`config.mk`:
```
export PLATFORM = sky130hd
export DESIGN_NAME = noise_gate_with_hold
export DESIGN_NICKNAME = d
export VERILOG_FILES = /design/src/rtl/ngh_pkg.sv /design/src/rtl/noise_gate_with_hold.sv
export SDC_FILE = /design/constraint.sdc
export NUM_CORES = 2
export LEC_CHECK = 0
export BUFFER_PORTS_ARGS = -buffer_cell sky130_fd_sc_hd__buf_2
export CAP_MARGIN = 20
export CORE_MARGIN = 5
export CORE_UTILIZATION = 45
export DETAILED_ROUTE_END_ITERATION = 10
export HOLD_SLACK_MARGIN = 0.08
export PLACE_DENSITY = 0.61
export SLEW_MARGIN = 20
export SYNTH_ARGS = -nofsm -noshare
export SYNTH_HDL_FRONTEND = slang
export SYNTH_SLANG_ARGS = --single-unit
```
`constraint.sdc`:
```
create_clock -name clk -period 10.4 [get_ports clk]
set_input_delay 1.56 -clock clk [delete_from_list [all_inputs] [get_ports clk]]
set_output_delay 1.56 -clock clk [all_outputs]
set_load 0.01 [all_outputs]
```
`src/rtl/ngh_pkg.sv`:
```
`default_nettype none

package ngh_pkg;

	// Fixed field widths
	localparam int SAMPLE_W = 24;
	localparam int GAIN_W   = 17;
	localparam int COEF_W   = 16;
	localparam int HOLD_W   = 18;
	localparam int CFG_IDX_W  = 3;
	localparam int CFG_DATA_W = 24;

	// Channels that feed the linked peak detector (1 = left only).
	localparam int CHANNELS = 2;

	// Unity gain in Q16.
	localparam logic [GAIN_W-1:0] UNITY = 17'h10000;

	// Configuration register indexes
	localparam logic [CFG_IDX_W-1:0] REG_GATE_ENABLE    = 3'd0;
	localparam logic [CFG_IDX_W-1:0] REG_OPEN_THRESHOLD = 3'd1;
	localparam logic [CFG_IDX_W-1:0] REG_ATTACK_COEF    = 3'd2;
	localparam logic [CFG_IDX_W-1:0] REG_RELEASE_COEF   = 3'd3;
	localparam logic [CFG_IDX_W-1:0] REG_HOLD_FRAMES    = 3'd4;

	// Configuration reset values
	localparam logic                  RST_GATE_ENABLE    = 1'b0;
	localparam logic [SAMPLE_W-1:0]   RST_OPEN_THRESHOLD = 24'd839;
	localparam logic [COEF_W-1:0]     RST_ATTACK_COEF    = 16'hFFFF;
	localparam logic [COEF_W-1:0]     RST_RELEASE_COEF   = 16'hFFFF;
	localparam logic [HOLD_W-1:0]     RST_HOLD_FRAMES    = 18'd0;

	// Microprogram step addresses
	localparam int STEP_W = 3;
	typedef logic [STEP_W-1:0] step_t;

	localparam step_t S_IDLE   = 3'd0;
	localparam step_t S_DECIDE = 3'd1;
	localparam step_t S_GAIN   = 3'd2;
	localparam step_t S_LEFT   = 3'd3;
	localparam step_t S_RIGHT  = 3'd4;

	// Operand selection for the shared multiplier
	typedef enum logic [1:0] {
		MS_GAIN  = 2'd0,
		MS_LEFT  = 2'd1,
		MS_RIGHT = 2'd2
	} mul_src_t;

	// Branch conditions
	typedef enum logic [1:0] {
		C_ALWAYS   = 2'd0,
		C_ACCEPT   = 2'd1,
		C_BYPASS   = 2'd2,
		C_OUT_FREE = 2'd3
	} cond_t;

	// One control word of the microprogram
	typedef struct packed {
		logic     ld_in;
		logic     decide;
		mul_src_t msrc;
		logic     wr_gain;
		logic     wr_left;
		logic     push;
		cond_t    cond;
		step_t    jmp_t;
		step_t    jmp_f;
	} uword_t;

	// Control store: one word per step.
	function automatic uword_t rom(input step_t s);
		uword_t w;
		unique case (s)
			S_IDLE: begin
				w = '{ld_in: 1'b1, decide: 1'b0, msrc: MS_GAIN, wr_gain: 1'b0,
					wr_left: 1'b0, push: 1'b0, cond: C_ACCEPT,
					jmp_t: S_DECIDE, jmp_f: S_IDLE};
			end
			S_DECIDE: begin
				w = '{ld_in: 1'b0, decide: 1'b1, msrc: MS_GAIN, wr_gain: 1'b0,
					wr_left: 1'b0, push: 1'b0, cond: C_BYPASS,
					jmp_t: S_RIGHT, jmp_f: S_GAIN};
			end
			S_GAIN: begin
				w = '{ld_in: 1'b0, decide: 1'b0, msrc: MS_GAIN, wr_gain: 1'b1,
					wr_left: 1'b0, push: 1'b0, cond: C_ALWAYS,
					jmp_t: S_LEFT, jmp_f: S_LEFT};
			end
			S_LEFT: begin
				w = '{ld_in: 1'b0, decide: 1'b0, msrc: MS_LEFT, wr_gain: 1'b0,
					wr_left: 1'b1, push: 1'b0, cond: C_ALWAYS,
					jmp_t: S_RIGHT, jmp_f: S_RIGHT};
			end
			S_RIGHT: begin
				w = '{ld_in: 1'b0, decide: 1'b0, msrc: MS_RIGHT, wr_gain: 1'b0,
					wr_left: 1'b0, push: 1'b1, cond: C_OUT_FREE,
					jmp_t: S_IDLE, jmp_f: S_RIGHT};
			end
			default: begin
				w = '{ld_in: 1'b0, decide: 1'b0, msrc: MS_GAIN, wr_gain: 1'b0,
					wr_left: 1'b0, push: 1'b0, cond: C_ALWAYS,
					jmp_t: S_IDLE, jmp_f: S_IDLE};
			end
		endcase
		return w;
	endfunction

endpackage

`default_nettype wire

```
`src/rtl/noise_gate_with_hold.sv`:
```
// An accepted request passes the decide, gain, left and right steps (bypass: decide,
// right); no new one is taken before right pushes it. One shared 25x18 multiplier
// is stepped by the microprogram through the gain update, left and right scaling.
// Reset (arst_n low, asynchronous): registers return to their reset values, the
// gain goes to unity, the hold counter to zero and the output holds no request.
`default_nettype none

module noise_gate_with_hold (
	input  wire                                       clk,
	input  wire                                       arst_n,
	// Input frames
	input  wire                                       in_valid,
	output logic                                      in_stall,
	input  wire  signed [ngh_pkg::SAMPLE_W-1:0]       sample_left,
	input  wire  signed [ngh_pkg::SAMPLE_W-1:0]       sample_right,
	// Output frames
	output logic                                      out_valid,
	input  wire                                       out_stall,
	output logic signed [ngh_pkg::SAMPLE_W-1:0]       gated_left,
	output logic signed [ngh_pkg::SAMPLE_W-1:0]       gated_right,
	// Configuration write port
	input  wire                                       cfg_we,
	input  wire         [ngh_pkg::CFG_IDX_W-1:0]      cfg_index,
	input  wire         [ngh_pkg::CFG_DATA_W-1:0]     cfg_data
);

	// Configuration registers
	logic                              enable_q;
	logic [ngh_pkg::SAMPLE_W-1:0]      thr_q;
	logic [ngh_pkg::COEF_W-1:0]        attack_q;
	logic [ngh_pkg::COEF_W-1:0]        release_q;
	logic [ngh_pkg::HOLD_W-1:0]        hold_frames_q;

	// Sequencer and datapath state
	ngh_pkg::step_t                    step_q;
	ngh_pkg::step_t                    step_d;
	ngh_pkg::uword_t                   uw;
	logic                              take;
	logic [ngh_pkg::GAIN_W-1:0]        gain_q;
	logic [ngh_pkg::HOLD_W-1:0]        hold_q;
	logic signed [ngh_pkg::SAMPLE_W-1:0] left_q;
	logic signed [ngh_pkg::SAMPLE_W-1:0] right_q;
	logic                              open_q;
	logic [ngh_pkg::COEF_W-1:0]        coef_q;
	logic [ngh_pkg::GAIN_W-1:0]        diff_q;
	logic signed [ngh_pkg::SAMPLE_W-1:0] left_res_q;
	logic                              out_valid_q;
	logic signed [ngh_pkg::SAMPLE_W-1:0] gated_left_q;
	logic signed [ngh_pkg::SAMPLE_W-1:0] gated_right_q;

	// Handshake terms
	logic                              in_accept;
	logic                              out_free;

	// Decision logic
	logic [ngh_pkg::SAMPLE_W-1:0]      abs_l;
	logic [ngh_pkg::SAMPLE_W-1:0]      abs_r;
	logic [ngh_pkg::SAMPLE_W-1:0]      peak;
	logic                              above;
	logic                              gate_open;

	// Shared multiplier
	logic signed [24:0]                mul_a;
	logic signed [17:0]                mul_b;
	logic signed [42:0]                mul_p;
	logic signed [42:0]                mul_r;
	logic [ngh_pkg::GAIN_W-1:0]        mul_sh;
	logic signed [ngh_pkg::SAMPLE_W-1:0] scaled;
	logic [ngh_pkg::GAIN_W-1:0]        gain_next;

	assign in_stall    = (step_q != ngh_pkg::S_IDLE);
	assign in_accept   = in_valid && !in_stall;
	assign out_free    = !out_valid_q || !out_stall;
	assign out_valid   = out_valid_q;
	assign gated_left  = gated_left_q;
	assign gated_right = gated_right_q;

	// Fetch the control word and resolve the branch.
	always_comb begin
		uw = ngh_pkg::rom(step_q);
		unique case (uw.cond)
			ngh_pkg::C_ALWAYS:   take = 1'b1;
			ngh_pkg::C_ACCEPT:   take = in_accept;
			ngh_pkg::C_BYPASS:   take = !enable_q;
			ngh_pkg::C_OUT_FREE: take = out_free;
			default:             take = 1'b1;
		endcase
		step_d = take ? uw.jmp_t : uw.jmp_f;
	end

	// Linked peak and the open or closed decision.
	always_comb begin
		abs_l = left_q[ngh_pkg::SAMPLE_W-1] ? $unsigned(-left_q) : $unsigned(left_q);
		abs_r = right_q[ngh_pkg::SAMPLE_W-1] ? $unsigned(-right_q) : $unsigned(right_q);
		peak  = ((ngh_pkg::CHANNELS >= 2) && (abs_r > abs_l)) ? abs_r : abs_l;
		above = (peak >= thr_q);
		gate_open = above || (hold_q != '0);
	end

	// Operand selection, multiply and the two result forms.
	always_comb begin
		unique case (uw.msrc)
			ngh_pkg::MS_GAIN: begin
				mul_a = {9'd0, coef_q};
				mul_b = {1'b0, diff_q};
			end
			ngh_pkg::MS_LEFT: begin
				mul_a = {left_q[ngh_pkg::SAMPLE_W-1], left_q};
				mul_b = {1'b0, gain_q};
			end
			ngh_pkg::MS_RIGHT: begin
				mul_a = {right_q[ngh_pkg::SAMPLE_W-1], right_q};
				mul_b = {1'b0, gain_q};
			end
			default: begin
				mul_a = '0;
				mul_b = '0;
			end
		endcase
		mul_p     = mul_a * mul_b;
		mul_r     = mul_p + 43'sd32768;
		scaled    = mul_r[39:16];
		mul_sh    = mul_p[32:16];
		gain_next = open_q ? (ngh_pkg::UNITY - mul_sh) : mul_sh;
	end

	// Configuration registers; unknown indexes are ignored.
	always_ff @(posedge clk or negedge arst_n) begin
		if (!arst_n) begin
			enable_q      <= ngh_pkg::RST_GATE_ENABLE;
			thr_q         <= ngh_pkg::RST_OPEN_THRESHOLD;
			attack_q      <= ngh_pkg::RST_ATTACK_COEF;
			release_q     <= ngh_pkg::RST_RELEASE_COEF;
			hold_frames_q <= ngh_pkg::RST_HOLD_FRAMES;
		end else if (cfg_we) begin
			unique case (cfg_index)
				ngh_pkg::REG_GATE_ENABLE:    enable_q      <= cfg_data[0];
				ngh_pkg::REG_OPEN_THRESHOLD: thr_q         <= cfg_data;
				ngh_pkg::REG_ATTACK_COEF:    attack_q      <= cfg_data[ngh_pkg::COEF_W-1:0];
				ngh_pkg::REG_RELEASE_COEF:   release_q     <= cfg_data[ngh_pkg::COEF_W-1:0];
				ngh_pkg::REG_HOLD_FRAMES:    hold_frames_q <= cfg_data[ngh_pkg::HOLD_W-1:0];
				default: begin
				end
			endcase
		end
	end

	// Step counter, gain and hold state, output register.
	always_ff @(posedge clk or negedge arst_n) begin
		if (!arst_n) begin
			step_q      <= ngh_pkg::S_IDLE;
			gain_q      <= ngh_pkg::UNITY;
			hold_q      <= '0;
			out_valid_q <= 1'b0;
		end else begin
			step_q <= step_d;
			if (uw.decide && enable_q) begin
				if (above) begin
					hold_q <= hold_frames_q;
				end else if (hold_q != '0) begin
					hold_q <= hold_q - 1'b1;
				end
			end
			if (uw.wr_gain) begin
				gain_q <= gain_next;
			end
			if (uw.push && out_free) begin
				out_valid_q <= 1'b1;
			end else if (!out_stall) begin
				out_valid_q <= 1'b0;
			end
		end
	end

	// Payload registers.
	always_ff @(posedge clk) begin
		if (uw.ld_in && in_accept) begin
			left_q  <= sample_left;
			right_q <= sample_right;
		end
		if (uw.decide) begin
			open_q <= gate_open;
			if (gate_open) begin
				coef_q <= (gain_q < ngh_pkg::UNITY) ? attack_q : release_q;
				diff_q <= ngh_pkg::UNITY - gain_q;
			end else begin
				coef_q <= release_q;
				diff_q <= gain_q;
			end
		end
		if (uw.wr_left) begin
			left_res_q <= scaled;
		end
		if (uw.push && out_free) begin
			gated_left_q  <= enable_q ? left_res_q : left_q;
			gated_right_q <= enable_q ? scaled : right_q;
		end
	end

	// The smoothed gain never leaves the range zero to unity.
	a_gain_range: assert property (@(posedge clk) disable iff (!arst_n)
		gain_q <= ngh_pkg::UNITY)
		else $error("gain above unity");

	// The step counter stays inside the program.
	a_step_range: assert property (@(posedge clk) disable iff (!arst_n)
		step_q <= ngh_pkg::S_RIGHT)
		else $error("step counter outside the program");

	// An accepted request always starts with the decision step.
	a_accept_decide: assert property (@(posedge clk) disable iff (!arst_n)
		in_accept |=> step_q == ngh_pkg::S_DECIDE)
		else $error("accepted request did not reach the decision step");

	// Below threshold, the hold counter counts down by one and stops at zero.
	a_hold_count: assert property (@(posedge clk) disable iff (!arst_n)
		(uw.decide && enable_q && !above) |=>
		(hold_q == (($past(hold_q) == '0) ? '0 : $past(hold_q) - 1'b1)))
		else $error("hold counter did not count down");

	// In bypass the gain never moves.
	a_bypass_gain: assert property (@(posedge clk) disable iff (!arst_n)
		!enable_q |=> $stable(gain_q))
		else $error("gain changed while bypassed");

endmodule

`default_nettype wire

```
==> results.cfg <==
[outcome]
run_status = complete, no violations

[worst_hold_path]
hp-start = hold_q[11]
min_path_type = flop to flop

[drt]
wl_per_cell_um = 23.0
firstDrtPassIters = 6
drtIter0Drc = 1962
ant_nets = 0
drt_wl_total_um = 89400
drc = 0
viasPerCell = 5.58
route.vias.total = 21679

[worst_setup_path]
critical_path_arrival_ns = 10.23
cp-end-kind = flop
crit_slowest_cell = or4_1
worstSetupPathType = flop to flop
start_kind = flop
critPathMaxStageDelay_ns = 0.74
setup.worst_path.start = step_q[1]
critical-path-top-delay-family = adder cells
crit_top_cell = fa_1
crit_buf_inv = 5
cp.required_ns = 10.70
worstPathMaxFanout = 37
r2r-start = step_q[1]

[place]
gp_congestion = 0.962
place_hpwl_um = 71400
port_buffers = 129

[cells_and_area]
n_antenna_cell = 0
drive_above_1_share = 0.151
layout_commonest_cell = inv_1
syn_to_final_growth_pct = 9.49
final_cell_mix = 522 x inv_1, 387 x fa_1, 339 x nand2_1
layout.nets = 3632

[global_routing]
grt_pass1_wl_um = 138000
gr-usage-met3 = 0.0395
grt_pass1_vias = 22690
grt-ovfl-total = 0
grtUsageMet1 = 0.354
grt_usage = 0.258
grt_use_met2 = 0.422
antenna_found_initial = 3
grt_start_max_net_pins = 72
busiest_layer = met2

[sta]
period_share = 0.954
fin_tns_setup_ns = 0
slew_viol_final = 0
fmax_ghz = 0.101
hold_viol = 0
maxSlewHeadroom = 0.259
min_period_ns = 9.92
fin_worst_skew_ns = 0.0268
rsz0062_at_grt = no
tightest_slew_ns = 1.11
setup_viol = 0

[clock_tree]
cts_root_buf = clkbuf_16
h-tree-depth = 1
clk_pin_slew_ns = 0.07
cts_hold_buf = 0
cts_made_buffers = 27
clockBufferDepth = 3
cts_tree = built
insertion_delay_ns = 0.58
clock_sinks = 268

[synth]
ys_ff_latch = 268
synth_top_area_share = 0.270
syn_nets = 3529
synth_warnings = 0
async_reset_ff_frac = 0.425
yosys_most_used_dff = edfxtp_1
synth_area_mm2 = 0.0287
syn_avg_cell_area_um2 = 9.85
syn_inst = 2912
yosysTopAreaCell = fa_1
synth_edf_count = 154
ys_types = 95
ys_top_cells_by_area = fa_1 27%, edfxtp_1 16%, inv_1 6.8%
ys_seq_area_frac = 0.262

[floorplanning]
die_w_um = 262
initial_utilization = 0.455
design.portCount = 130
core_area_mm2 = 0.0631
num_rows = 92
die_h_um = 262
die-area_mm2 = 0.0689

[job]
cap_violations = 0
synth_stat cells (11+ instances only):
cell type / n
mux2_2: 115
nor2_1: 263
nor3_1: 28
nand4_1: 19
a22oi_1: 11
xnor2_1: 63
nor2b_1: 11
nand2_1: 340
and3_1: 11
or2_2: 11
mux2i_1: 49
a221oi_1: 15
nand3_1: 19
ha_1: 150
clkbuf_1: 101
or3_1: 18
edfxtp_1: 154
inv_1: 522
dfrtp_1: 75
a21oi_1: 49
a21o_1: 18
dfstp_2: 39
nand2b_1: 19
buf_1: 17
and2_1: 27
fa_1: 387
a221o_1: 24
o21ai_0: 102
xor2_1: 65
nor4_1: 12
o31ai_1: 13
worst paths after layout:
check | end | slack, ns | cells after the start
worst max-delay path | left_res_q[23] | 0.48 | 29
worst min-delay path | hold_q[11] | 0.49 | 1
worst max register to register | left_res_q[23] | 0.48 | 29
worst min register to register | hold_q[11] | 0.49 | 1
max in group asynchronous | attack_q[4] | 8.12 | 2
min in group asynchronous | hold_frames_q[16] | 1.11 | 1
sequential cells by signal, summed over array words and instances, names as in the netlist:
signal / count
gated_left: 24
gated_right: 24
left_q: 24
left_res_q: 24
right_q: 24
thr_q: 24
hold_frames_q: 18
hold_q: 18
diff_q: 17
gain_q: 17
attack_q: 16
coef_q: 16
release_q: 16
step_q: 3
enable_q: 1
open_q: 1
out_valid: 1
metrics by stage:
| step | cell area, um2 | worst slack (ns) | std cells | utilization | hold slack (ns) |
|---|---|---|---|---|---|
| 5_1_grt | 31400 | 0.0196 | 3882 | 0.498 | 0.519 |
| 4_1_cts | 31400 | 0.245 | 3882 | 0.497 | 0.490 |
| 3_3_place_gp | 30500 | 0.327 | 3832 | 0.483 | 0.467 |
| 2_1_floorplan | 28700 | 1.05 | 2912 | - | 0.450 |
| 6_report | 31400 | 0.475 | 3882 | 0.498 | 0.486 |
| 3_5_place_dp | 30500 | 0.281 | 3832 | 0.483 | 0.474 |
cell type report:
type                       count  area (um2)
multi-input combinational   1995       18800
tap                          846        1060
timing repair buffer         201        1210
clock inverter                16         158
sequential                   268        7530
clock buffer                  34         733
inverter                     522        1960
fill                        5893       31700
timing repair:
action,in CTS,in global routing
buffers inserted,0,0
gates resized for setup,0,5
setup endpoints to repair,0,5
metal layers:
metal	vias to the layer above	share of wire	wire length [um]
li1	9604	-	-
met1	10975	0.41	37000
met2	910	0.47	42000
met3	188	0.073	6510
met4	2	0.043	3860
met5	-	0.00010	9
cell families after synthesis:
logic type	count (synthesis)	synth area share
compound gates	343	0.0827
xor+xnor	131	0.0412
fa+ha+maj	537	0.336
buf+inv	649	0.0866
flops	268	0.262
mux	165	0.0627
simple gates	819	0.129
Power is not shown: default switching activity piles up to over one toggle a cycle in this logic, so the estimate is an artifact.
